### src/rtl/grip_force_contact_guard_assert.svh
// Assertion macros for the grip force contact guard.
`ifndef GRIP_FORCE_CONTACT_GUARD_ASSERT_SVH
`define GRIP_FORCE_CONTACT_GUARD_ASSERT_SVH
`ifndef SYNTH
// same-cycle implication
`define GFCG_ASSERT_IMP(name, clk, rst, ante, cons) \
   name: assert property (@(posedge clk) disable iff (rst) (ante) |-> (cons)) \
      else $error("grip_force_contact_guard: assertion failed");
// next-cycle implication
`define GFCG_ASSERT_NXT(name, clk, rst, ante, cons) \
   name: assert property (@(posedge clk) disable iff (rst) (ante) |=> (cons)) \
      else $error("grip_force_contact_guard: assertion failed");
`else
`define GFCG_ASSERT_IMP(name, clk, rst, ante, cons)
`define GFCG_ASSERT_NXT(name, clk, rst, ante, cons)
`endif
`endif

### src/rtl/gfcg_pkg.sv
// Shared types, constants and functions for the grip force contact guard.
package gfcg_pkg;

   localparam int NUM_ACTUATORS_DEF = 12;
   localparam int POS_BITS_DEF      = 16;

   localparam int ACT_W     = 4;
   localparam int WORD_W    = 16;
   localparam int LIMIT_W   = 10;
   localparam int MARGIN_W  = 13;
   localparam int BACKOFF_W = 14;
   localparam int CSR_ADDR_W = 5;
   localparam int CSR_DATA_W = 32;

   localparam logic [LIMIT_W-1:0] LIMIT_MIN = 10'd1;
   localparam logic [LIMIT_W-1:0] LIMIT_MAX = 10'd1000;

   localparam logic [LIMIT_W-1:0]   RST_DEFAULT_FORCE = 10'd100;
   localparam logic [LIMIT_W-1:0]   RST_CLOSING_SPEED = 10'd25;
   localparam logic [LIMIT_W-1:0]   RST_OPENING_SPEED = 10'd1000;
   localparam logic [MARGIN_W-1:0]  RST_DIR_MARGIN    = 13'd66;
   localparam logic [BACKOFF_W-1:0] RST_CONTACT_BACK  = 14'd655;
   localparam logic [BACKOFF_W-1:0] RST_SEVERE_BACK   = 14'd1638;

   typedef enum logic [2:0] {
      REG_DEFAULT_FORCE = 3'd0,
      REG_CLOSING_SPEED = 3'd1,
      REG_OPENING_SPEED = 3'd2,
      REG_DIR_MARGIN    = 3'd3,
      REG_CONTACT_BACK  = 3'd4,
      REG_SEVERE_BACK   = 3'd5
   } csr_index_type;

   typedef struct packed {
      logic [LIMIT_W-1:0]   default_force_limit;
      logic [LIMIT_W-1:0]   closing_speed;
      logic [LIMIT_W-1:0]   opening_speed;
      logic [MARGIN_W-1:0]  direction_margin;
      logic [BACKOFF_W-1:0] contact_backoff;
      logic [BACKOFF_W-1:0] severe_backoff;
   } cfg_type;

   function automatic int addr_width(input int depth);
      return (depth > 1) ? $clog2(depth) : 1;
   endfunction

   function automatic logic [LIMIT_W-1:0] clamp_limit(input logic [WORD_W-1:0] v);
      logic [LIMIT_W-1:0] r;
      if (v < WORD_W'(LIMIT_MIN)) begin
         r = LIMIT_MIN;
      end else if (v > WORD_W'(LIMIT_MAX)) begin
         r = LIMIT_MAX;
      end else begin
         r = v[LIMIT_W-1:0];
      end
      return r;
   endfunction

endpackage

### src/rtl/gfcg_csr.sv
// Configuration register file behind the APB-style port.
module gfcg_csr (
   input  logic                              clock,
   input  logic                              reset,
   input  logic                              csr_psel,
   input  logic                              csr_penable,
   input  logic                              csr_pwrite,
   input  logic [gfcg_pkg::CSR_ADDR_W-1:0]   csr_paddr,
   input  logic [gfcg_pkg::CSR_DATA_W-1:0]   csr_pwdata,
   output logic [gfcg_pkg::CSR_DATA_W-1:0]   csr_prdata,
   output logic                              csr_pready,
   output gfcg_pkg::cfg_type                 cfg
);
   import gfcg_pkg::*;

   cfg_type       cfg_ff;
   cfg_type       cfg_in;
   csr_index_type reg_sel;
   logic          wr_en;

   assign csr_pready = 1'b1;
   assign reg_sel    = csr_index_type'(csr_paddr[CSR_ADDR_W-1:2]);
   assign wr_en      = csr_psel && csr_penable && csr_pwrite && csr_pready;
   assign cfg        = cfg_ff;

   always_comb begin
      cfg_in = cfg_ff;
      if (wr_en) begin
         case (reg_sel)
            REG_DEFAULT_FORCE: cfg_in.default_force_limit = csr_pwdata[LIMIT_W-1:0];
            REG_CLOSING_SPEED: cfg_in.closing_speed       = csr_pwdata[LIMIT_W-1:0];
            REG_OPENING_SPEED: cfg_in.opening_speed       = csr_pwdata[LIMIT_W-1:0];
            REG_DIR_MARGIN:    cfg_in.direction_margin    = csr_pwdata[MARGIN_W-1:0];
            REG_CONTACT_BACK:  cfg_in.contact_backoff     = csr_pwdata[BACKOFF_W-1:0];
            REG_SEVERE_BACK:   cfg_in.severe_backoff      = csr_pwdata[BACKOFF_W-1:0];
            default: begin
            end
         endcase
      end
   end

   always_ff @(posedge clock) begin
      if (reset) begin
         cfg_ff.default_force_limit <= RST_DEFAULT_FORCE;
         cfg_ff.closing_speed       <= RST_CLOSING_SPEED;
         cfg_ff.opening_speed       <= RST_OPENING_SPEED;
         cfg_ff.direction_margin    <= RST_DIR_MARGIN;
         cfg_ff.contact_backoff     <= RST_CONTACT_BACK;
         cfg_ff.severe_backoff      <= RST_SEVERE_BACK;
      end else begin
         cfg_ff <= cfg_in;
      end
   end

   always_comb begin
      case (reg_sel)
         REG_DEFAULT_FORCE: csr_prdata = CSR_DATA_W'(cfg_ff.default_force_limit);
         REG_CLOSING_SPEED: csr_prdata = CSR_DATA_W'(cfg_ff.closing_speed);
         REG_OPENING_SPEED: csr_prdata = CSR_DATA_W'(cfg_ff.opening_speed);
         REG_DIR_MARGIN:    csr_prdata = CSR_DATA_W'(cfg_ff.direction_margin);
         REG_CONTACT_BACK:  csr_prdata = CSR_DATA_W'(cfg_ff.contact_backoff);
         REG_SEVERE_BACK:   csr_prdata = CSR_DATA_W'(cfg_ff.severe_backoff);
         default:           csr_prdata = '0;
      endcase
   end

endmodule

### src/rtl/gfcg_state_mem.sv
// Per-actuator contact state memory: valid bits, registered read, write forwarding.
module gfcg_state_mem #(
   parameter int DEPTH    = gfcg_pkg::NUM_ACTUATORS_DEF,
   parameter int POS_BITS = gfcg_pkg::POS_BITS_DEF
) (
   input  logic                                     clock,
   input  logic                                     reset,
   input  logic                                     rd_en,
   input  logic [gfcg_pkg::addr_width(DEPTH)-1:0]   rd_addr,
   output logic                                     rd_latch,
   output logic [POS_BITS-1:0]                      rd_hold,
   input  logic                                     wr_en,
   input  logic [gfcg_pkg::addr_width(DEPTH)-1:0]   wr_addr,
   input  logic                                     wr_latch,
   input  logic [POS_BITS-1:0]                      wr_hold
);
   import gfcg_pkg::*;

   localparam int ADDR_W = addr_width(DEPTH);
   localparam logic [POS_BITS-1:0] POS_ONE = {1'b1, {(POS_BITS-1){1'b0}}};

   logic [POS_BITS:0]   mem_ff [DEPTH];
   logic [DEPTH-1:0]    valid_ff;
   logic [POS_BITS:0]   rd_data_ff;
   logic                rd_valid_ff;
   logic [ADDR_W-1:0]   rd_addr_ff;
   logic                fwd_valid_ff;
   logic [ADDR_W-1:0]   fwd_addr_ff;
   logic [POS_BITS:0]   fwd_data_ff;
   logic [POS_BITS:0]   entry;

   always_ff @(posedge clock) begin
      if (wr_en) begin
         mem_ff[wr_addr] <= {wr_latch, wr_hold};
      end
   end

   always_ff @(posedge clock) begin
      if (rd_en) begin
         rd_data_ff <= mem_ff[rd_addr];
         rd_addr_ff <= rd_addr;
      end
      if (wr_en) begin
         fwd_addr_ff <= wr_addr;
         fwd_data_ff <= {wr_latch, wr_hold};
      end
   end

   always_ff @(posedge clock) begin
      if (reset) begin
         valid_ff     <= '0;
         rd_valid_ff  <= 1'b0;
         fwd_valid_ff <= 1'b0;
      end else begin
         if (wr_en) begin
            valid_ff[wr_addr] <= 1'b1;
            fwd_valid_ff      <= 1'b1;
         end
         if (rd_en) begin
            rd_valid_ff <= valid_ff[rd_addr];
         end
      end
   end

   // newest write to the same entry wins over the array read
   always_comb begin
      if (fwd_valid_ff && (fwd_addr_ff == rd_addr_ff)) begin
         entry = fwd_data_ff;
      end else if (rd_valid_ff) begin
         entry = rd_data_ff;
      end else begin
         entry = {1'b0, POS_ONE};
      end
   end

   assign rd_latch = entry[POS_BITS];
   assign rd_hold  = entry[POS_BITS-1:0];

endmodule

### src/rtl/gfcg_core.sv
// Limit selection and safe target computation for one transaction.
module gfcg_core #(
   parameter int POS_BITS = gfcg_pkg::POS_BITS_DEF
) (
   input  gfcg_pkg::cfg_type                  cfg,
   input  logic [POS_BITS-1:0]                requested_position,
   input  logic [POS_BITS-1:0]                measured_position,
   input  logic [gfcg_pkg::WORD_W-1:0]        sensed_force,
   input  logic                               position_ok,
   input  logic                               force_ok,
   input  logic                               extended_mode,
   input  logic [gfcg_pkg::WORD_W-1:0]        speed_request,
   input  logic [gfcg_pkg::WORD_W-1:0]        force_request,
   input  logic                               latch_cur,
   input  logic [POS_BITS-1:0]                hold_cur,
   output logic                               opening,
   output logic                               latch_new,
   output logic [POS_BITS-1:0]                hold_new,
   output logic [POS_BITS-1:0]                safe_position,
   output logic [gfcg_pkg::LIMIT_W-1:0]       speed_limit,
   output logic [gfcg_pkg::LIMIT_W-1:0]       force_limit
);
   import gfcg_pkg::*;

   localparam int SUM_W = ((POS_BITS > BACKOFF_W) ? POS_BITS : BACKOFF_W) + 1;
   localparam logic [POS_BITS-1:0] POS_ONE = {1'b1, {(POS_BITS-1){1'b0}}};

   logic [POS_BITS-1:0] req_cap;
   logic [POS_BITS-1:0] meas_cap;
   logic [SUM_W-1:0]    open_sum;
   logic [WORD_W-1:0]   speed_pick;
   logic [WORD_W-1:0]   force_pick;
   logic [11:0]         limit_x3;
   logic                force_hit;
   logic                severe;
   logic [BACKOFF_W-1:0] backoff;
   logic [SUM_W-1:0]    hold_sum;
   logic [POS_BITS-1:0] hold_calc;

   assign req_cap  = (requested_position > POS_ONE) ? POS_ONE : requested_position;
   assign meas_cap = (measured_position > POS_ONE) ? POS_ONE : measured_position;
   assign open_sum = SUM_W'(req_cap) + SUM_W'(cfg.direction_margin);
   assign opening  = open_sum >= SUM_W'(measured_position);

   always_comb begin
      if (extended_mode && (speed_request != '0)) begin
         speed_pick = speed_request;
      end else if (opening) begin
         speed_pick = WORD_W'(cfg.opening_speed);
      end else begin
         speed_pick = WORD_W'(cfg.closing_speed);
      end
      if (extended_mode && (force_request != '0)) begin
         force_pick = force_request;
      end else begin
         force_pick = WORD_W'(cfg.default_force_limit);
      end
   end

   assign speed_limit = clamp_limit(speed_pick);
   assign force_limit = clamp_limit(force_pick);

   assign limit_x3  = 12'({force_limit, 1'b0}) + 12'(force_limit);
   assign force_hit = sensed_force >= WORD_W'(force_limit);
   assign severe    = {1'b0, sensed_force, 1'b0} >= 18'(limit_x3);
   assign backoff   = severe ? cfg.severe_backoff : cfg.contact_backoff;
   assign hold_sum  = SUM_W'(measured_position) + SUM_W'(backoff);
   assign hold_calc = (hold_sum > SUM_W'(POS_ONE)) ? POS_ONE : hold_sum[POS_BITS-1:0];

   always_comb begin
      latch_new     = latch_cur;
      hold_new      = hold_cur;
      safe_position = req_cap;
      if (opening) begin
         latch_new     = 1'b0;
         safe_position = req_cap;
      end else if (!position_ok || !force_ok) begin
         safe_position = meas_cap;
      end else begin
         if (!latch_cur && force_hit) begin
            latch_new = 1'b1;
            hold_new  = hold_calc;
         end
         safe_position = latch_new ? hold_new : req_cap;
      end
   end

endmodule

### src/rtl/grip_force_contact_guard.sv
// Top level of the grip force contact guard.
//
//   port group   dir   handshake          carries
//   req_*        in    tvalid / tready    one control tick for one actuator
//   rsp_*        out   tvalid / tready    safe target, speed and force limits, contact
//   csr_*        in    APB write / read   six configuration registers
//
// One transaction per cycle sustained while rsp_tready keeps up; a taken request is
// registered in the compute stage and then in the response register behind rsp_tvalid.
// The state memory is read when a request is taken and written when it leaves the
// compute stage; a same-actuator follow-on gets the entry through the forward register.
// Reset is synchronous; valid bits make every actuator read as unlatched and fully open.
// A stalled response holds the compute stage; the request side keeps flowing otherwise.
module grip_force_contact_guard #(
   parameter int NUM_ACTUATORS = gfcg_pkg::NUM_ACTUATORS_DEF,
   parameter int POS_BITS      = gfcg_pkg::POS_BITS_DEF
) (
   input  logic                                   clock,
   input  logic                                   reset,
   input  logic                                   req_tvalid,
   output logic                                   req_tready,
   // actuator, requested_position, measured_position, sensed force,
   // speed_request, force_request
   input  logic [((52+2*POS_BITS+7)/8)*8-1:0]     req_tdata,
   // position_ok, force_ok, extended_mode
   input  logic [2:0]                             req_tuser,
   output logic                                   rsp_tvalid,
   input  logic                                   rsp_tready,
   // safe_position, speed_limit, force_limit
   output logic [((POS_BITS+20+7)/8)*8-1:0]       rsp_tdata,
   // contact_flag
   output logic [0:0]                             rsp_tuser,
   input  logic                                   csr_psel,
   input  logic                                   csr_penable,
   input  logic                                   csr_pwrite,
   input  logic [gfcg_pkg::CSR_ADDR_W-1:0]        csr_paddr,
   input  logic [gfcg_pkg::CSR_DATA_W-1:0]        csr_pwdata,
   output logic [gfcg_pkg::CSR_DATA_W-1:0]        csr_prdata,
   output logic                                   csr_pready
);
   import gfcg_pkg::*;

`include "grip_force_contact_guard_assert.svh"

   localparam int ADDR_W     = addr_width(NUM_ACTUATORS);
   localparam int RSP_DATA_W = ((POS_BITS+20+7)/8)*8;
   localparam int OFF_REQ    = ACT_W;
   localparam int OFF_MEAS   = OFF_REQ + POS_BITS;
   localparam int OFF_FORCE  = OFF_MEAS + POS_BITS;
   localparam int OFF_SPD    = OFF_FORCE + WORD_W;
   localparam int OFF_FRQ    = OFF_SPD + WORD_W;
   localparam logic [POS_BITS-1:0] POS_ONE = {1'b1, {(POS_BITS-1){1'b0}}};

   cfg_type cfg;

   logic                  req_accept;
   logic                  s1_adv;
   logic                  s1_valid_ff;
   logic                  s1_valid_in;
   logic [ACT_W-1:0]      s1_act_ff;
   logic [POS_BITS-1:0]   s1_req_ff;
   logic [POS_BITS-1:0]   s1_meas_ff;
   logic [WORD_W-1:0]     s1_force_ff;
   logic                  s1_pos_ok_ff;
   logic                  s1_force_ok_ff;
   logic                  s1_ext_ff;
   logic [WORD_W-1:0]     s1_spd_req_ff;
   logic [WORD_W-1:0]     s1_frc_req_ff;
   logic                  s1_in_range;

   logic                  mem_latch;
   logic [POS_BITS-1:0]   mem_hold;
   logic                  latch_cur;
   logic [POS_BITS-1:0]   hold_cur;

   logic                  core_opening;
   logic                  core_latch;
   logic [POS_BITS-1:0]   core_hold;
   logic [POS_BITS-1:0]   core_safe;
   logic [LIMIT_W-1:0]    core_speed;
   logic [LIMIT_W-1:0]    core_force;

   logic                  rsp_valid_ff;
   logic                  rsp_valid_in;
   logic [POS_BITS-1:0]   rsp_safe_ff;
   logic [LIMIT_W-1:0]    rsp_speed_ff;
   logic [LIMIT_W-1:0]    rsp_force_ff;
   logic                  rsp_contact_ff;
   logic                  rsp_limits_ok;

   gfcg_csr u_csr (
      .clock       (clock),
      .reset       (reset),
      .csr_psel    (csr_psel),
      .csr_penable (csr_penable),
      .csr_pwrite  (csr_pwrite),
      .csr_paddr   (csr_paddr),
      .csr_pwdata  (csr_pwdata),
      .csr_prdata  (csr_prdata),
      .csr_pready  (csr_pready),
      .cfg         (cfg)
   );

   assign s1_adv      = s1_valid_ff && (!rsp_valid_ff || rsp_tready);
   assign req_tready  = !s1_valid_ff || s1_adv;
   assign req_accept  = req_tvalid && req_tready;
   assign s1_valid_in = req_accept || (s1_valid_ff && !s1_adv);
   assign rsp_valid_in = s1_adv || (rsp_valid_ff && !rsp_tready);

   always_ff @(posedge clock) begin
      if (reset) begin
         s1_valid_ff  <= 1'b0;
         rsp_valid_ff <= 1'b0;
      end else begin
         s1_valid_ff  <= s1_valid_in;
         rsp_valid_ff <= rsp_valid_in;
      end
   end

   always_ff @(posedge clock) begin
      if (req_accept) begin
         s1_act_ff      <= req_tdata[ACT_W-1:0];
         s1_req_ff      <= req_tdata[OFF_REQ +: POS_BITS];
         s1_meas_ff     <= req_tdata[OFF_MEAS +: POS_BITS];
         s1_force_ff    <= req_tdata[OFF_FORCE +: WORD_W];
         s1_spd_req_ff  <= req_tdata[OFF_SPD +: WORD_W];
         s1_frc_req_ff  <= req_tdata[OFF_FRQ +: WORD_W];
         s1_pos_ok_ff   <= req_tuser[0];
         s1_force_ok_ff <= req_tuser[1];
         s1_ext_ff      <= req_tuser[2];
      end
   end

   gfcg_state_mem #(
      .DEPTH    (NUM_ACTUATORS),
      .POS_BITS (POS_BITS)
   ) u_state_mem (
      .clock    (clock),
      .reset    (reset),
      .rd_en    (req_accept),
      .rd_addr  (ADDR_W'(req_tdata[ACT_W-1:0])),
      .rd_latch (mem_latch),
      .rd_hold  (mem_hold),
      .wr_en    (s1_adv && s1_in_range),
      .wr_addr  (ADDR_W'(s1_act_ff)),
      .wr_latch (core_latch),
      .wr_hold  (core_hold)
   );

   assign s1_in_range = 32'(s1_act_ff) < NUM_ACTUATORS;
   assign latch_cur   = s1_in_range ? mem_latch : 1'b0;
   assign hold_cur    = s1_in_range ? mem_hold : POS_ONE;

   gfcg_core #(
      .POS_BITS (POS_BITS)
   ) u_core (
      .cfg                (cfg),
      .requested_position (s1_req_ff),
      .measured_position  (s1_meas_ff),
      .sensed_force       (s1_force_ff),
      .position_ok        (s1_pos_ok_ff),
      .force_ok           (s1_force_ok_ff),
      .extended_mode      (s1_ext_ff),
      .speed_request      (s1_spd_req_ff),
      .force_request      (s1_frc_req_ff),
      .latch_cur          (latch_cur),
      .hold_cur           (hold_cur),
      .opening            (core_opening),
      .latch_new          (core_latch),
      .hold_new           (core_hold),
      .safe_position      (core_safe),
      .speed_limit        (core_speed),
      .force_limit        (core_force)
   );

   always_ff @(posedge clock) begin
      if (s1_adv) begin
         rsp_safe_ff    <= core_safe;
         rsp_speed_ff   <= core_speed;
         rsp_force_ff   <= core_force;
         rsp_contact_ff <= s1_in_range && core_latch;
      end
   end

   assign rsp_tvalid   = rsp_valid_ff;
   assign rsp_tdata    = RSP_DATA_W'({rsp_force_ff, rsp_speed_ff, rsp_safe_ff});
   assign rsp_tuser[0] = rsp_contact_ff;

   assign rsp_limits_ok = (rsp_speed_ff >= LIMIT_MIN) && (rsp_speed_ff <= LIMIT_MAX) &&
                          (rsp_force_ff >= LIMIT_MIN) && (rsp_force_ff <= LIMIT_MAX);

   `GFCG_ASSERT_NXT(a_adv_fills_output, clock, reset, s1_adv, rsp_valid_ff)
   `GFCG_ASSERT_IMP(a_safe_capped, clock, reset, rsp_valid_ff, rsp_safe_ff <= POS_ONE)
   `GFCG_ASSERT_IMP(a_limits_in_range, clock, reset, rsp_valid_ff, rsp_limits_ok)
   `GFCG_ASSERT_NXT(a_open_clears_contact, clock, reset, s1_adv && core_opening, !rsp_contact_ff)

endmodule
### config.mk
export PLATFORM = sky130hd
export DESIGN_NAME = grip_force_contact_guard
export DESIGN_NICKNAME = d
export VERILOG_FILES = /design/src/rtl/gfcg_pkg.sv /design/src/rtl/gfcg_csr.sv /design/src/rtl/gfcg_state_mem.sv /design/src/rtl/gfcg_core.sv /design/src/rtl/grip_force_contact_guard.sv
export VERILOG_INCLUDE_DIRS = /design/src /design/src/rtl
export SDC_FILE = /design/constraint.sdc
export NUM_CORES = 1
export LEC_CHECK = 0
export BUFFER_PORTS_ARGS = -buffer_cell sky130_fd_sc_hd__clkbuf_2
export CAP_MARGIN = 0
export CORE_ASPECT_RATIO = 1.25
export CORE_MARGIN = 2
export CORE_UTILIZATION = 30
export CTS_CLUSTER_SIZE = 10
export DETAILED_ROUTE_END_ITERATION = 6
export PLACE_DENSITY = 0.54
export SLEW_MARGIN = 20
export SYNTH_ARGS = -nofsm -noshare
export SYNTH_HDL_FRONTEND = slang
export SYNTH_SLANG_ARGS = --single-unit
export TNS_END_PERCENT = 10
### constraint.sdc
create_clock -name clock -period 10.51 [get_ports clock]
set_input_delay 0.5255 -clock clock [delete_from_list [all_inputs] [get_ports clock]]
set_output_delay 0.5255 -clock clock [all_outputs]
set_load 0.005 [all_outputs]
; ---- After elaboration in Yosys (flattened, before gate mapping)
; Memory sizes are Yosys's and may differ from the RTL's. A register that Yosys moved wholly into a read port is not among the register bits.
; Index checks and enable logic that the tools add are counted.
[op_classes]
add_sub_neg = 3
n_lt_le_gt_ge = 14
n_eq_ne = 6
mux = 32
n_bitwise = 1
reduce_logical = 35
[op_table]
columns = cell, n
row1 = two-way mux 16 bit, 12
row2 = one-hot mux 14 bit (6 select lines), 1
row3 = two-way mux 10 bit, 4
row4 = two-way mux 17 bit, 2
row5 = greater-than comparator 16 x 10 -> 1 bit (second input constant), 2
row6 = greater-than comparator 16 bit (second input constant), 2
row7 = < comparator 16 x 1 -> 1 bit (second input constant), 2
row8 = nonzero test 16 bit, 2
row9 = adder 16 x 13 -> 17 bit, 1
row10 = adder 16 x 14 -> 17 bit, 1
row11 = >= comparator 17 x 12 -> 1 bit, 1
row12 = >= comparator 17 x 16 -> 1 bit, 1
row13 = greater-than comparator 17 x 16 -> 1 bit (second input constant), 1
row14 = >= comparator 16 x 10 -> 1 bit, 1
row15 = two-way mux 14 bit, 1
row16 = logical AND 1 bit, 13
row17 = adder 11 x 10 -> 12 bit, 1
row18 = bitwise OR 12 bit, 1
row19 = AND reduction 2 bit, 6
row20 = < comparator 4 x 5 -> 1 bit (second input constant), 2
row21 = two-way mux 1 bit, 10
row22 = logical NOT 1 bit, 7
row23 = == test 3 x 2 -> 1 bit (second input constant), 2
row24 = == test 3 bit (second input constant), 2
row25 = 9 further kinds, 13
[word_totals]
ff_bits = 232
ramBits = 204
inputBits = 135
output_inout_bits = 76
wordCells = 119
mem_count = 1
[mem_list]
columns = name, words, width, rd, rd_ports_with_merged_regs, write_ports, line
row1 = u_state_mem.mem_ff, 12, 17, 1, 1, 1, gfcg_state_mem.sv:22  ; logic [POS_BITS:0] mem_ff [DEPTH];

; ---- Logic depth before layout (Yosys ltp)
; Gate-level depths: netlist (run 1).
[logic_depth]
depth_word = 16
ltp_mapped = 39
mapped_depth_nobuf = 37

; ---- Modules after synthesis
; From an unflattened synthesis (run 1), not the netlist that was laid out.
[unflattened]
cells_unflattened = 1680
hier_area_um2 = 21962.3
[by_module_without_submodules]
columns = mod, instances, cells_each, area_per_inst_um2, seq_area_each_um2
row1 = gfcg_state_mem, 1, 496, 9932.0, 7667.4
row2 = gfcg_core, 1, 629, 4513.1, 0.0
row3 = grip_force_contact_guard, 1, 160, 3977.6, 3763.6
row4 = gfcg_csr, 1, 395, 3539.6, 1421.4

; ---- Worst setup path before layout (run 1)
; No wires, ideal clock.
[synth_timing]
path_kind = register to register
startpoint = reg s1_frc_req_ff[4]
endpoint = reg u_state_mem.fwd_data_ff[10] (data pin)
setup_ns = 0.278
t_arrival_ns = 7.652
required_time_ns = 10.232
slack_ns = 2.580
path_stages_with_launch = 35
n_path_buf = 2
synth_period_minus_slack_ns = 7.930
cell_sequence = edfxtp_1 -> or4_4 -> nor4_1 -> a21oi_1 -> buf_4 -> o311a_1 -> nand2b_1 -> inv_1 -> nor2_1 -> ha_1 -> inv_1 -> fa_1 -> inv_1 -> a21oi_1 -> o21ai_0 -> a21o_1 -> a21o_1 -> a21o_1 -> a21o_1 -> xor2_1 -> ha_1 -> a21o_1 -> a2111oi_0 -> a21oi_2 -> mux2_2 -> ha_1 -> fa_1 -> a211oi_1 -> o21ai_0 -> a21oi_1 -> o31ai_1 -> o21ai_1 -> nand2_1 -> clkbuf_1 -> o22ai_1
[synth_via]
elab_chain_len = 15
elab_cells_between_ends = 18
classes_between = 2 x add/sub / 5 x order compare / 8 x mux / 3 x reduce/logical
[synth_lines]
columns = item, line
row1 = "start, declared", grip_force_contact_guard.sv:68  ; logic [WORD_W-1:0] s1_frc_req_ff;
row2 = "start signal, assigned", grip_force_contact_guard.sv:127  ; s1_frc_req_ff <= req_tdata[OFF_FRQ +: WORD_W];
row3 = nonzero test 16 bit, gfcg_core.sv:53  ; if (extended_mode && (force_request != '0)) begin
row4 = logical AND 1 bit, gfcg_core.sv:53
row5 = two-way mux 16 bit *, gfcg_core.sv:53
row6 = greater-than comparator 16 x 10 -> 1 bit, gfcg_pkg.sv:51  ; end else if (v > WORD_W'(LIMIT_MAX)) begin
row7 = two-way mux 10 bit, gfcg_pkg.sv:51
row8 = two-way mux 10 bit *, gfcg_pkg.sv:49  ; if (v < WORD_W'(LIMIT_MIN)) begin
row9 = named net core_force[1], grip_force_contact_guard.sv:81  ; logic [LIMIT_W-1:0] core_force;
row10 = adder 11 x 10 -> 12 bit, gfcg_core.sv:63  ; assign limit_x3 = 12'({force_limit, 1'b0}) + 12'(force_limit);
row11 = >= comparator 17 x 12 -> 1 bit, gfcg_core.sv:65  ; assign severe = {1'b0, sensed_force, 1'b0} >= 18'(limit_x3);
row12 = two-way mux 14 bit, gfcg_core.sv:66  ; assign backoff = severe ? cfg.severe_backoff : cfg.contact_backoff;
row13 = adder 16 x 14 -> 17 bit, gfcg_core.sv:67  ; assign hold_sum = SUM_W'(measured_position) + SUM_W'(backoff);
row14 = greater-than comparator 17 x 16 -> 1 bit, gfcg_core.sv:68  ; assign hold_calc = (hold_sum > SUM_W'(POS_ONE)) ? POS_ONE : hold_sum[POS_BITS-1:0];
row15 = two-way mux 16 bit, gfcg_core.sv:68
row16 = two-way mux 16 bit *, gfcg_core.sv:80  ; if (!latch_cur && force_hit) begin
row17 = two-way mux 16 bit *, gfcg_core.sv:77  ; end else if (!position_ok || !force_ok) begin
row18 = two-way mux 16 bit *, gfcg_core.sv:74  ; if (opening) begin
row19 = named net core_hold[10], grip_force_contact_guard.sv:78  ; logic [POS_BITS-1:0] core_hold;
row20 = "end signal, assigned", gfcg_state_mem.sv:45  ; fwd_data_ff <= {wr_latch, wr_hold};
row21 = "end, declared", gfcg_state_mem.sv:29  ; logic [POS_BITS:0] fwd_data_ff;
; Mark *: on every way through the listed nets, which the timed path passes. The rest lies on a longest branch.
; A chain may end at the register's enable or synchronous reset.

; ---- Worst setup path after layout (run 1)
[layout_timing]
startpoint = reg s1_frc_req_ff[0]
endpoint = mem u_state_mem.mem_ff[4][2] in the netlist's numbering (data pin)
[layout_via]
elab_chain_len = 15
elab_cells_between_ends = 18
classes_between = 2 x add/sub / 5 x order compare / 8 x mux / 3 x reduce/logical
[layout_lines]
columns = item, line
row1 = nonzero test 16 bit, gfcg_core.sv:53
row2 = logical AND 1 bit, gfcg_core.sv:53
row3 = two-way mux 16 bit *, gfcg_core.sv:53
row4 = greater-than comparator 16 x 10 -> 1 bit, gfcg_pkg.sv:51
row5 = two-way mux 10 bit, gfcg_pkg.sv:51
row6 = two-way mux 10 bit *, gfcg_pkg.sv:49
row7 = named net core_force[1], grip_force_contact_guard.sv:81
row8 = adder 11 x 10 -> 12 bit, gfcg_core.sv:63
row9 = >= comparator 17 x 12 -> 1 bit, gfcg_core.sv:65
row10 = two-way mux 14 bit, gfcg_core.sv:66
row11 = adder 16 x 14 -> 17 bit, gfcg_core.sv:67
row12 = greater-than comparator 17 x 16 -> 1 bit, gfcg_core.sv:68
row13 = two-way mux 16 bit, gfcg_core.sv:68
row14 = two-way mux 16 bit *, gfcg_core.sv:80
row15 = two-way mux 16 bit *, gfcg_core.sv:77
row16 = two-way mux 16 bit *, gfcg_core.sv:74
row17 = named net core_hold[2], grip_force_contact_guard.sv:78
row18 = "end, declared", gfcg_state_mem.sv:22
; Marks and branches as above.

==> summary.txt, run 1 <==
Run status
  – Status: finished clean

Logic synthesis
  – Post-synth EDFFs: 366
  – Mapped Cells: 1679
  – Avg Cell Area, Syn: 12.7 um^2
  – Distinct cell type count after synthesis: 70
  – Register area share after synthesis: 0.598
  – #FFs+latches synth: 453
  – Asr flop ratio synth: 0
  – Yosys warns: 0
  – Post-Synthesis Cell Area: 0.0213 mm^2
  – Post-synth top flop: edfxtp_1

Drt
  – Detail Route Antenna Nets: 0
  – DR iter-0 viols: 933
  – Final WL: 59900 um
  – DRC Markers: 0
  – DR WL/cell: 21.1 um
  – First-pass iteration count of the detailed router: 5
  – Via count: 14.1k
  – Via density: 4.98

Timing
  – Clock skew: 62.3 ps
  – Final worst-path cycle share: 0.893
  – Final-report setup violation count: 0
  – Relative slew margins: 0.282
  – Slew Limit Fails: 0
  – Final TNS setup: 0 ps
  – Final hold vios: 0
  – Highest clock rate: 107 MHz
  – Final min period: 9380 ps
  – Worst slew pin tran: 1080 ps
  – RSZ-0062 raised after global routing: false

GRT
  – Antenna violations before repair: 0
  – Largest net degree at the start of global routing: 88
  – Grt total ovfl: 0
  – All-Layer GR Usage: 0.162
  – Number of global-route vias before repair: 14.5k
  – First-pass GRT wire length: 89800 um

Layout
  – Commonest cells after routing, fill and taps aside: edfxtp_1 (366), nand2_1 (204), clkbuf_2 (162)
  – Final nets: 2071
  – Area Overhead vs Synth: 16.6%
  – Most common cell after layout, fill and taps aside: edfxtp_1
  – Post-route insts no fill: 2836
  – FILL cells: 6923
  – Share of cells above drive strength 1: 0.201

Worst setup path
  – Crit Path Max Fanout: 13
  – R2R depth: 34
  – Reg2reg start: s1_frc_req_ff[0]$_DFFE_PP_
  – FF-to-FF setup slack: 1130 ps
  – Worst path arrival time: 9690 ps
  – Startpoint Class: flip-flop
  – Setup CP Type: flip-flop to flip-flop
  – Worst Setup EP: u_state_mem.mem_ff[4][2]$_DFFE_PP_
  – CP required: 10820 ps
  – Crit. End Element: flip-flop
  – Critical path startpoint: s1_frc_req_ff[0]$_DFFE_PP_
  – Most used cell along the critical path: a21o_1
  – Max incr delay on CP: 710 ps
  – Worst reg2reg endpoint: u_state_mem.mem_ff[4][2]$_DFFE_PP_
  – Crit-path slowest cell: o22ai_1

Clock network
  – Clock Sinks: 453
  – Worst-Skew Late Latency: 640 ps
  – Resized cells post-CTS: 0
  – CTS tree: yes
  – CTS root buf: clkbuf_16
  – CTS clk-pin slew, worst paths: 60 ps
  – H-tree depth: 2
  – Total clock buffers created by CTS: 52
  – Post-CTS setup buffers: 0
  – CTS Hold Bufs: 0
  – Worst-case clock buffer depth: 3

Placed design
  – Placer Congestion: 0.914
  – Hpwl dp: 42200 um
  – Port Buffer Count: 163
  – Placed cells: 2746

Min path
  – Hold Path Class: primary input to flip-flop

Die
  – Core box area: 0.0705 mm^2
  – Row Count: 109
  – Die Y: 302 um
  – Die area: 0.0732 mm^2
  – Effective utilization at floorplan: 0.302
  – Ports: 211
  – Die X: 242 um

Pwr
  – Worst VDD drop: 0.000133 V
  – PD cells: 165 mW/mm^2
  – Pleak: 9.13 nW

Run
  – Max Cap Viol: 0
==> through the flow <==
step                      instance area (um^2)  total power [mW]  worst slack (ps)  hold slack [ps]   util
after CTS                                24800              4.15              1120             24.5  0.352
after floorplan                          21400              2.32              2580              435      -
after detailed placement                 23200              2.46              1160              459  0.329
final                                    24800              4.10              1130             65.9  0.352
after global routing                     24800              4.27               434             41.1  0.352
after global placement                   23200              2.46              1330              445  0.329
==> worst min-delay path by stage <==
stage,from,to,cells after the start
after global placement,u_state_mem.valid_ff[6]$_SDFFE_PP0P_,u_state_mem.valid_ff[6]$_SDFFE_PP0P_,2
after global routing,req_tdata[83],s1_frc_req_ff[15]$_DFFE_PP_,1
after floorplan,u_state_mem.valid_ff[2]$_SDFFE_PP0P_,u_state_mem.valid_ff[2]$_SDFFE_PP0P_,2
after detailed placement,u_state_mem.fwd_valid_ff$_SDFFE_PP0P_,u_state_mem.fwd_valid_ff$_SDFFE_PP0P_,2
final,req_tdata[15],s1_req_ff[11]$_DFFE_PP_,1
after CTS,req_tdata[15],s1_req_ff[11]$_DFFE_PP_,1
==> cell families after synthesis <==
kind of cell / synth area share
AO/OA/AOI/OAI: 0.0962
XOR/XNOR: 0.0132
adder cells (fa/ha/maj): 0.0469
buffers and inverters: 0.0311
flip-flops: 0.598
multiplexers: 0.103
other: 0.000353
AND/OR/NAND/NOR: 0.112
==> state kept, by name, indices dropped and copies added (netlist names), 10 cells and up <==
register	cells
u_state_mem.mem_ff	204
u_csr.cfg	71
u_state_mem.fwd_data_ff	17
u_state_mem.rd_data_ff	17
rsp_safe_ff	16
s1_force_ff	16
s1_frc_req_ff	16
s1_meas_ff	16
s1_req_ff	16
s1_spd_req_ff	16
u_state_mem.valid_ff	12
rsp_force_ff	10
rsp_speed_ff	10
==> critical path: cells and delay by family, from the launching register on <==
| kind | cells | cell delay [ps] |
|---|---|---|
| compound gates | 18 | 4460 |
| simple gates | 5 | 1580 |
| fa+ha+maj | 5 | 1580 |
| buf+inv | 4 | 440 |
| flops | 1 | 430 |
| mux | 1 | 360 |
| xor+xnor | 1 | 190 |
==> metal layers <==
layer | global-route usage | part of all wire
met5 | 0 | 0
met4 | 0.0660 | 0.037
met2 | 0.303 | 0.52
met1 | 0.186 | 0.39
met3 | 0.0233 | 0.045
==> where the power goes <==
| part | total, mW | internal [mW] | switching, mW |
|---|---|---|---|
| clock network | 1.67 | 0.951 | 0.717 |
| registers | 2.04 | 2.00 | 0.0367 |
| logic | 0.393 | 0.153 | 0.240 |
| total | 4.10 | 3.10 | 0.994 |
==> cell usage after synthesis (20+ instances only) <==
cell type / n / area (um^2)
a21o_1: 21 / 158
a21oi_1: 85 / 425
a31oi_1: 20 / 125
buf_4: 24 / 180
clkbuf_1: 57 / 214
dfxtp_1: 87 / 1740
edfxtp_1: 366 / 11000
ha_1: 75 / 938
inv_1: 48 / 180
mux2i_1: 65 / 651
mux4_2: 57 / 1280
nand2_1: 204 / 766
nand3_1: 27 / 135
nor2_1: 118 / 443
nor2b_1: 30 / 188
o21ai_0: 61 / 305
==> area by class of cell <==
type / instances / area, um^2 / share of cell area
inverters: 49 / 184 / 0.00741
clock buffers: 83 / 1460 / 0.0588
multi-input cells: 1100 / 8040 / 0.324
flip-flops and latches: 453 / 12700 / 0.513
diodes: 1 / 2.50 / 0.000101
well taps: 943 / 1180 / 0.0475
repair buffers: 202 / 1130 / 0.0456
clock inverters: 5 / 100 / 0.00403
(Power assumes the default switching activity.)
==> run 2: changes to the inputs <==
- GPL_TIMING_DRIVEN: not set -> 0
==> summary.txt, run 2 (synthesis results as in run 1) <==
Timing
  – Final TNS setup: 0 ps (unchanged)
  – Worst setup slack after layout: 719 ps (-407 ps)
  – Slew Limit Fails: 0 (unchanged)
  – Min Hold Slack: 53.5 ps (-12.4 ps)
  – Worst slew pin tran: 1040 ps (-32.9 ps)
  – Relative slew margins: 0.304 (+0.0219)
  – Clock skew: 65.0 ps (+2.72 ps)
  – Final hold vios: 0 (unchanged)
  – Final-report setup violation count: 0 (unchanged)
  – Highest clock rate: 102 MHz (-4.2%)
  – Final worst-path cycle share: 0.932 (+0.0388)
  – Final min period: 9790 ps (+407 ps)
  – RSZ-0062 raised after global routing: true

Die
  – Core box area: 0.0705 mm^2 (unchanged)
  – Row Count: 109 (unchanged)
  – Die Y: 302 um (unchanged)
  – Ports: 211 (unchanged)
  – Effective utilization at floorplan: 0.302 (unchanged)
  – Die X: 242 um (unchanged)
  – Die area: 0.0732 mm^2 (unchanged)

Layout
  – Share of cells above drive strength 1: 0.202 (+0.000985)
  – Most common cell after layout, fill and taps aside: edfxtp_1
  – Area Overhead vs Synth: 18.9%
  – Max reg flops: 204 (unchanged)
  – FILL cells: 6887 (-0.52%)
  – Post-route insts no fill: 2910 (+2.6%)
  – Final instance area: 0.0253 mm^2 (+2.0%)
  – Commonest cells after routing, fill and taps aside: edfxtp_1 (366), nand2_1 (204), clkbuf_2 (160)
  – N_diodes: 0 (-1)
  – Final nets: 2142 (+3.4%)
  – Register bank with the most flops: u_state_mem.mem_ff
  – Final cell utilization of the core: 0.359 (+0.00694)

Worst setup path
  – Reg2reg start: s1_frc_req_ff[4]$_DFFE_PP_
  – Startpoint Class: flip-flop
  – Max incr delay on CP: 680 ps (-30 ps)
  – CP required: 10800 ps (-20 ps)
  – Worst reg2reg endpoint: u_state_mem.mem_ff[0][12]$_DFFE_PP_
  – R2R depth: 34 (unchanged)
  – Most used cell along the critical path: a21o_1
  – Worst path arrival time: 10080 ps (+390 ps)
  – Crit. End Element: flip-flop
  – Crit Path Max Fanout: 13 (unchanged)
  – Crit-path slowest cell: o22ai_2
  – FF-to-FF setup slack: 720 ps (-410 ps)
  – Worst Setup EP: u_state_mem.mem_ff[0][12]$_DFFE_PP_
  – Critical path startpoint: s1_frc_req_ff[4]$_DFFE_PP_
  – Setup CP Type: flip-flop to flip-flop

Clock network
  – CTS clk-pin slew, worst paths: 60 ps (about the same)
  – Worst-Skew Late Latency: 650 ps (about the same)
  – CTS root buf: clkbuf_16
  – CTS Hold Bufs: 0 (unchanged)
  – Post-CTS setup buffers: 0 (unchanged)
  – Total clock buffers created by CTS: 54 (+3.8%)
  – Worst-case clock buffer depth: 3 (unchanged)
  – CTS tree: yes
  – Resized cells post-CTS: 0 (unchanged)
  – Clock Sinks: 453 (unchanged)
  – H-tree depth: 2 (unchanged)

GRT
  – Antenna violations before repair: 1 (+1)
  – Number of global-route vias before repair: 14.9k (+3.1%)
  – All-Layer GR Usage: 0.168 (+0.00589)
  – Largest net degree at the start of global routing: 54 (-39%)
  – First-pass GRT wire length: 93100 um (+3.6%)
  – Grt total ovfl: 0 (unchanged)

Placed design
  – Place WS: 542 ps (-620 ps)
  – Hpwl dp: 47300 um (+12%)
  – Placed cells: 2815 (+2.5%)
  – Post-DP Area: 0.0236 mm^2 (+1.7%)
  – Placer Congestion: 0.904 (-1.1%)
  – Port Buffer Count: 159 (-2.5%)

Drt
  – Detail Route Antenna Nets: 0 (unchanged)
  – Final WL: 62000 um (+3.5%)
  – DR iter-0 viols: 933 (unchanged)
  – Via density: 5.02 (+0.87%)
  – DRC Markers: 0 (unchanged)
  – First-pass iteration count of the detailed router: 5 (unchanged)
  – DR WL/cell: 21.3 um (+0.91%)
  – Via count: 14.6k (+3.5%)

Run status
  – Status: finished clean

Run
  – Max Cap Viol: 0 (unchanged)

Min path
  – Hold Path Class: primary input to flip-flop

Pwr
  – Worst VDD drop: 0.000112 V (-16%)
  – Tot Pwr: 4.18 mW (+2.1%)
  – Pleak: 9.30 nW (+1.8%)
  – PD cells: 165 mW/mm^2 (about the same)
[run 2: cell count changes in the layout (fill, tap and decap cells not counted), sizes merged]
cell	previous run	this run
buf	40	55
clkbuf	245	303
clkinv	5	4
diode	1	0
inv	49	52
[run 2: critical path, delay by kind of cell, from the launching register on]
family / cells / cell delay, ps
fa+ha+maj: 5 / 1560
mux: 1 / 350
flops: 1 / 450
xor+xnor: 1 / 170
buf+inv: 5 / 800
simple gates: 5 / 1590
compound gates: 17 / 4570
[run 2: worst min path at each step]
stage	from	to	slack, ps	depth (start not counted)
2_1_floorplan	u_state_mem.valid_ff[2]$_SDFFE_PP0P_	u_state_mem.valid_ff[2]$_SDFFE_PP0P_	430	2
3_3_place_gp	u_state_mem.valid_ff[4]$_SDFFE_PP0P_	u_state_mem.valid_ff[4]$_SDFFE_PP0P_	450	2
3_5_place_dp	u_state_mem.valid_ff[6]$_SDFFE_PP0P_	u_state_mem.valid_ff[6]$_SDFFE_PP0P_	460	2
4_1_cts	req_tdata[32]	s1_meas_ff[12]$_DFFE_PP_	20	1
5_1_grt	req_tdata[32]	s1_meas_ff[12]$_DFFE_PP_	20	1
6_report	req_tdata[32]	s1_meas_ff[12]$_DFFE_PP_	50	1
[run 2: metal layers]
layer | vias up | GRT usage | share of wire
met3 | 144 | 0.0242 | 0.053
met4 | 0 | 0.0786 | 0.046
met1 | 7196 | 0.189 | 0.38
li1 | 6779 | - | -
met2 | 488 | 0.314 | 0.52
met5 | - | 0 | 0
[run 2: layout make-up]
| class | instances | area (um^2) | share of cell area |
|---|---|---|---|
| buffer | 98 | 479 | 0.0189 |
| multi-input combinational | 1100 | 8140 | 0.322 |
| inverter | 49 | 184 | 0.00726 |
| clock buffer | 87 | 1520 | 0.0599 |
| sequential | 453 | 12700 | 0.503 |
| clock inverter | 7 | 119 | 0.00469 |
| tap | 943 | 1180 | 0.0466 |
| timing repair buffer | 173 | 968 | 0.0382 |
[run 2: power by group]
| group | total, mW | switching (mW) | internal [mW] |
|---|---|---|---|
| Combinational | 0.419 | 0.258 | 0.161 |
| Clock | 1.73 | 0.740 | 0.990 |
| Sequential | 2.03 | 0.0347 | 2.00 |
